[config.mk]
export PLATFORM = sky130hd
export DESIGN_NAME = grt_ctrl
export DESIGN_NICKNAME = d
export VERILOG_FILES = /design/src/rtl/grt_pkg.sv /design/src/rtl/grt_ctrl.sv
export SDC_FILE = /design/constraint.sdc
export NUM_CORES = 1
export LEC_CHECK = 0
export BUFFER_PORTS_ARGS = -buffer_cell sky130_fd_sc_hd__buf_2
export CAP_MARGIN = 20
export CORE_MARGIN = 3
export CORE_UTILIZATION = 52
export CTS_BUF_LIST = sky130_fd_sc_hd__clkbuf_8 sky130_fd_sc_hd__clkbuf_16
export DETAILED_ROUTE_END_ITERATION = 6
export PLACE_DENSITY_LB_ADDON = 0.3
export SLEW_MARGIN = 5
export SYNTH_ARGS = -nofsm -noshare
export SYNTH_HDL_FRONTEND = slang
export SYNTH_SLANG_ARGS = --single-unit
[constraint.sdc]
create_clock -name clock -period 2.6 [get_ports clock]
set_input_delay 0.13 -clock clock [delete_from_list [all_inputs] [get_ports clock]]
set_output_delay 0.13 -clock clock [all_outputs]
set_load 0.02 [all_outputs]
[src/rtl/grt_pkg.sv]
// Shared types and constants for the grid ray traversal block.
package grt_pkg;

   localparam int COORD_W = 24;
   localparam int DIR_W   = 18;
   localparam int CELL_W  = 12;
   localparam int T_W     = 34;
   localparam int DIVN_W  = 33;

   typedef enum logic [1:0] {
      CSR_MAP_WIDTH  = 2'd0,
      CSR_MAP_HEIGHT = 2'd1,
      CSR_MAX_RANGE  = 2'd2
   } grt_csr_type;

   typedef enum logic [1:0] {
      DIV_X_START = 2'd0,
      DIV_X_STEP  = 2'd1,
      DIV_Y_START = 2'd2,
      DIV_Y_STEP  = 2'd3
   } grt_div_sel_type;

   localparam logic KIND_MAP_WRITE = 1'b0;
   localparam logic KIND_RAY_CAST  = 1'b1;

   typedef struct packed {
      logic        kind;
      logic [5:0]  cell_x;
      logic [5:0]  cell_y;
      logic [7:0]  cell_value;
      logic [23:0] start_x;
      logic [23:0] start_y;
      logic [17:0] dir_x;
      logic [17:0] dir_y;
   } grt_req_type;

   typedef struct packed {
      logic        hit;
      logic [23:0] end_x;
      logic [23:0] end_y;
      logic [23:0] distance;
      logic [7:0]  wall_type;
      logic        normal_is_y;
   } grt_rsp_type;

   typedef struct packed {
      logic            clr_step;
      logic            map_wr;
      logic            load;
      logic            div_start;
      grt_div_sel_type div_sel;
      logic            step;
      logic            look;
      logic            rsp_load;
      logic            rsp_miss;
   } grt_cmd_type;

   typedef struct packed {
      logic clr_done;
      logic div_done;
      logic zero_dir;
      logic t_over;
      logic cell_hit;
      logic end_fits;
   } grt_status_type;

endpackage

[src/rtl/grt_ctrl.sv]
// Sequencer for map clearing, divider passes and the cell walk.
module grt_ctrl (
   input  logic                   clock,
   input  logic                   reset,
   input  logic                   req_valid,
   output logic                   req_ready,
   input  logic                   req_kind,
   output logic                   rsp_valid,
   input  logic                   rsp_ready,
   input  grt_pkg::grt_status_type st,
   output grt_pkg::grt_cmd_type    cmd
);
   import grt_pkg::*;

   typedef enum logic [7:0] {
      S_CLEAR = 8'b0000_0001,
      S_IDLE  = 8'b0000_0010,
      S_SETUP = 8'b0000_0100,
      S_DIV   = 8'b0000_1000,
      S_STEP  = 8'b0001_0000,
      S_FETCH = 8'b0010_0000,
      S_CHECK = 8'b0100_0000,
      S_RESP  = 8'b1000_0000
   } state_type;

   state_type       state_ff, state_in;
   grt_div_sel_type sel_ff, sel_in;
   logic            miss_ff, miss_in;
   logic            rsp_valid_ff, rsp_valid_in;

   assign req_ready = (state_ff == S_IDLE);
   assign rsp_valid = rsp_valid_ff;

   always_comb begin
      state_in     = state_ff;
      sel_in       = sel_ff;
      miss_in      = miss_ff;
      rsp_valid_in = rsp_valid_ff && !rsp_ready;
      cmd          = '0;
      cmd.div_sel  = sel_ff;
      cmd.rsp_miss = miss_ff;
      case (state_ff)
         S_CLEAR: begin
            cmd.clr_step = 1'b1;
            if (st.clr_done) state_in = S_IDLE;
         end
         S_IDLE: begin
            if (req_valid) begin
               if (req_kind == KIND_RAY_CAST) begin
                  cmd.load = 1'b1;
                  sel_in   = DIV_X_START;
                  miss_in  = 1'b0;
                  state_in = S_SETUP;
               end else begin
                  cmd.map_wr = 1'b1;
               end
            end
         end
         S_SETUP: begin
            if (st.zero_dir) begin
               miss_in  = 1'b1;
               state_in = S_RESP;
            end else begin
               cmd.div_start = 1'b1;
               state_in      = S_DIV;
            end
         end
         S_DIV: begin
            if (st.div_done) begin
               if (sel_ff == DIV_Y_STEP) begin
                  state_in = S_STEP;
               end else begin
                  sel_in   = grt_div_sel_type'(sel_ff + 2'd1);
                  state_in = S_SETUP;
               end
            end
         end
         S_STEP: begin
            cmd.step = 1'b1;
            state_in = S_FETCH;
         end
         S_FETCH: begin
            cmd.look = 1'b1;
            if (st.t_over) begin
               miss_in  = 1'b1;
               state_in = S_RESP;
            end else begin
               state_in = S_CHECK;
            end
         end
         S_CHECK: begin
            if (st.cell_hit) begin
               miss_in  = !st.end_fits;
               state_in = S_RESP;
            end else begin
               state_in = S_STEP;
            end
         end
         S_RESP: begin
            // hold until the output register is free
            if (!rsp_valid_ff || rsp_ready) begin
               cmd.rsp_load = 1'b1;
               rsp_valid_in = 1'b1;
               state_in     = S_IDLE;
            end
         end
         default: state_in = S_CLEAR;
      endcase
   end

   always_ff @(posedge clock) begin
      if (reset) begin
         state_ff     <= S_CLEAR;
         sel_ff       <= DIV_X_START;
         miss_ff      <= 1'b0;
         rsp_valid_ff <= 1'b0;
      end else begin
         state_ff     <= state_in;
         sel_ff       <= sel_in;
         miss_ff      <= miss_in;
         rsp_valid_ff <= rsp_valid_in;
      end
   end

endmodule

# Word level (Yosys, flattened, before mapping)
# Index checks and enable logic that the tools add are counted.
# word_totals
regBits	12
latchBits	0
ramBits	0
romBits	0
input_bits	11
word_cells	67
memories	0
# op_classes
add_sub_neg	1
multipliers	0
n_div	0
magnitude_cmp	0
n_eq_ne	18
n_shift	0
mux	34
bitwise	0
reduce_logical	10
# ops
cell	count
$mux 8	8
$pmux 8 s8	1
$mux 1	16
$ne 2x2->1 const B	8
$mux 2	6
$reduce_and 5->1	2
$eq 8x1->1 const B	1
$eq 8x2->1 const B	1
$eq 8x3->1 const B	1
$eq 8x4->1 const B	1
$eq 8x5->1 const B	1
$eq 8x6->1 const B	1
$eq 8x7->1 const B	1
$eq 8x8->1 const B	1
$reduce_and 6->1	1
$mux 5	1
$pmux 1 s4	1
$pmux 2 s2	1
$reduce_bool 4->1	1
$logic_not 1->1	3
$add 2x1->2 const B	1
$eq 2x2->1 const B	1
$ne 2x1->1 const B	1
$reduce_bool 2->1	1
2 further kinds	2

# Logic depth before layout (Yosys ltp)
# logic_depth
ltp_word	4
ltp_mapped	6
mapped_depth_nobuf	6

# Worst setup path after synthesis
# OpenSTA, ideal clock, no wires.
# synth_path
path_kind	register to register
start	reg state_ff[4]
end	reg miss_ff
arrival_time_ps	1907
required_time_ps	2514
setup_slack_ps	607
stages_incl_launch_ff	5
path_buffers	0
cell_sequence	dfxtp_1 > or4_4 > nor3_1 > nor4_1 > a221oi_2
# synth_between
elab_chain_len	3
word_cells_on_any_way	12
cone_classes	eq/ne (9); mux (1); reduce/logical (2)
# synth_rtl
item	line_no	text
from (decl)	grt_ctrl.sv:26	state_type state_ff, state_in;
from (signal assigned)	grt_ctrl.sv:118	state_ff <= state_in;
$eq 8x3->1, or another cell as far along	grt_ctrl.sv:42	case (state_ff)
$ne 2x2->1 (no line), or another cell as far along	-	
$reduce_and 6->1 (no line)	-	
to (signal assigned)	grt_ctrl.sv:120	miss_ff <= miss_in;
to (decl)	grt_ctrl.sv:28	logic miss_ff, miss_in;
# Several ways; a longest one is shown, not always the timed one.
# A chain may end at the register's enable or synchronous reset.

# Worst setup path in the final report
# layout_path
start	reg state_ff[3]
end	reg state_ff[0]
# layout_between
elab_chain_len	3
word_cells_on_any_way	15
cone_classes	eq/ne (13); mux (1); reduce/logical (1)
# layout_rtl
item	line_no
$eq 8x8->1, or another cell as far along	grt_ctrl.sv:42
$ne 2x2->1 (no line) or $ne 2x1->1 (tied branches)	-
$reduce_and 5->1 (no line)	-
# Several ways; a longest one is shown, not always the timed one.

==> out/results.ini <==
[place]
dp_hpwl_um=1420
port_buffers=22
gp_congestion=0.875

[clock_tree]
cts_buffers=3
cts_tree=done
clock_sinks=12
insertion_delay_ns=0.24
clkTransAtPathRegs_ns=0.05
cts_setup_buffers=0
cts_resized=0
root_buffer=clkbuf_8
cts.path.max_buffers=2
holdBufCountCts=0
htree_num_levels=1

[setup_path]
end_kind=register
cp_cell_sequence=nor4_2, nand4b_1, and2_1, a41o_1, o21bai_1
timing.rr.start=state_ff[3]
crit_slowest_cell=nor4_2
reg2reg_slack_ns=0.65
slowest_delay_ns=0.50
r2r_end=state_ff[0]
required_ns=2.73
cp-start-kind=register
critPathLaunch=state_ff[3]
path_max_fanout=6
critical_path_class=register to register
cp.arrival_ns=2.08
crit_path_end=state_ff[0]
reg2regPathDepth=5

[yosys]
synth_top_family_by_area=simple AND/OR/NAND/NOR gates
synth_adder_area_share_pct=1.72
synth_edf_count=0
ys_warn_count=0
synth_xor_area_share_pct=0
synth-seq-cells=12
async_reset_ff_share_pct=0
syn_area_um2=728
synthCells=87
syn-num-nets=99
ys.flop_type=dfxtp_1
synth_compound_area_share_pct=17.9
synth.distinct_cells=41
synth-seq-area-share_pct=33.0
yosys.area_share.simple_pct=42.1
synth.area.mux_share_pct=0
avgSynthCellArea_um2=8.37

[route]
via_count=775
first_pass_iters=4
wl_per_cell_um=14.4
vias_per_cell=6.20
post-route-drc-count=0
ant_nets=0
drt-total-wl_um=1800
drtIter0Drc=29

[cells_and_area]
drive_above_1_share_pct=34.2
final_cell_mix=buf_2 (22), dfxtp_1 (12), nor2_1 (10)
num_antenna_cells=0
final_util_pct=74.9
areaGrowthSynthToFinish_pct=23.5
num-nets-final=124
fillers=99
final_common_cell=buf_2

[run_status]
status=finished, final reports clean

[pwr]
internal_power_w=0.000420
p_comb_share_pct=32.9
ir_drop_mv=0.517
powerDensity_nw_per_um2=717
power_leakage_nw=0.406
power.switching_w=0.000225
seq_power_share_pct=35.2
power.share.switching_pct=34.9
clock_power_share_pct=31.9

[die]
ioPinCount=23
die_x_um=43.4
core_area_um2=1200
fp.dieArea_um2=1890
std_cell_rows=12
die_h_um=43.4
initial_core_util_pct=60.6

[sta]
final.setup.tns_ns=0
fmax_ghz=0.514
period_share_pct=74.9
skew_ns=0.00160
rsz0062_at_grt=no
relSlewSlack_pct=63.8
setup_viol=0
period_needed_ns=1.95
finalMaxSlewViolations=0
finalHoldViolations=0
tightest_slew_ns=0.538

[run]
maxCapViolations=0

[grt]
antenna_found_initial=0
grt_pass1_wl_um=2880
grt.total_usage_pct=20.5
grt_start_max_net_pins=11
grt_overflow=0
grt_pass1_vias=674

[hold_path]
hp-start=st[2]
worstHoldPathType=primary input to register

-- synth_stat cells, types with 2 or more instances --
master    number  area [um2]
nor2b_1        3        18.8
nor4_1         4        25.0
inv_1          5        18.8
nand3_1        3        15.0
a221oi_2       2        30.0
nand2b_1       2        12.5
nor3_1         4        20.0
a21oi_1        5        25.0
o31ai_1        2        15.0
dfxtp_1       12         240
nand2_1        3        11.3
or4b_1         2        20.0
and2_1         3        18.8
nor2_1        10        37.5
-- flip-flops by register name, summed over array words and instances, names as in the netlist --
name and count:
state_ff 8, miss_ff 1, rsp_valid 1, sel_ff 2
-- critical path: cells and delay by family, from the launching register on --
family           cells  cell delay [ns]
AO/OA/AOI/OAI        2             0.44
flip-flops           1             0.35
AND/OR/NAND/NOR      3             1.06
-- metal layers --
metal	vias to the layer above	share of wire (%)	track usage (%)
met5	-	0	0
met4	0	1.8	11.4
met3	4	11	6.22
met2	36	46	31.9
met1	364	41	24.9
li1	371	-	-
-- how the worst min path moves through the flow --
stage,to,slack (ns),cells after the start
final,state_ff[6],0.08,2
after global routing,state_ff[6],0.09,2
after CTS,state_ff[6],0.08,2
after detailed placement,state_ff[6],0.33,2
after global placement,state_ff[6],0.33,2
after floorplan,state_ff[6],0.21,1
-- per-stage QoR --
stage	setup WS, ns	power, W	instances	hold slack (ns)	instance area (um2)
floorplan	0.607	0.000388	87	0.208	728
global placement	0.774	0.000431	121	0.329	845
detailed placement	0.700	0.000441	121	0.332	845
CTS	0.678	0.000648	125	0.0762	900
global route	0.491	0.000682	125	0.0950	900
finish	0.653	0.000645	125	0.0794	900
-- cell families (layout without fill, tap and decap cells) --
kind of cell,count (synthesis),after routing
adders and majority gates,1,1
and+or+nand+nor,49,49
buffers and inverters,9,33
DFF,12,12
AOI/OAI and AO/OA,16,16
-- cell type report --
cell class | instances | area (um2) | share of cell area (%)
multi-input cells | 66 | 449 | 49.9
flip-flops and latches | 12 | 240 | 26.7
repair buffers | 22 | 110 | 12.2
clock buffers | 4 | 55.1 | 6.12
inverters | 7 | 27.5 | 3.06
well taps | 14 | 17.5 | 1.95
-- power by group through the flow --
stage	Combinational (W)	Clock, W	Sequential [W]
floorplan	0.000164	0	0.000224
global placement	0.000203	0	0.000227
detailed placement	0.000211	0	0.000230
CTS	0.000212	0.000210	0.000226
global route	0.000235	0.000219	0.000228
finish	0.000212	0.000206	0.000227
(Power assumes the default switching activity.)
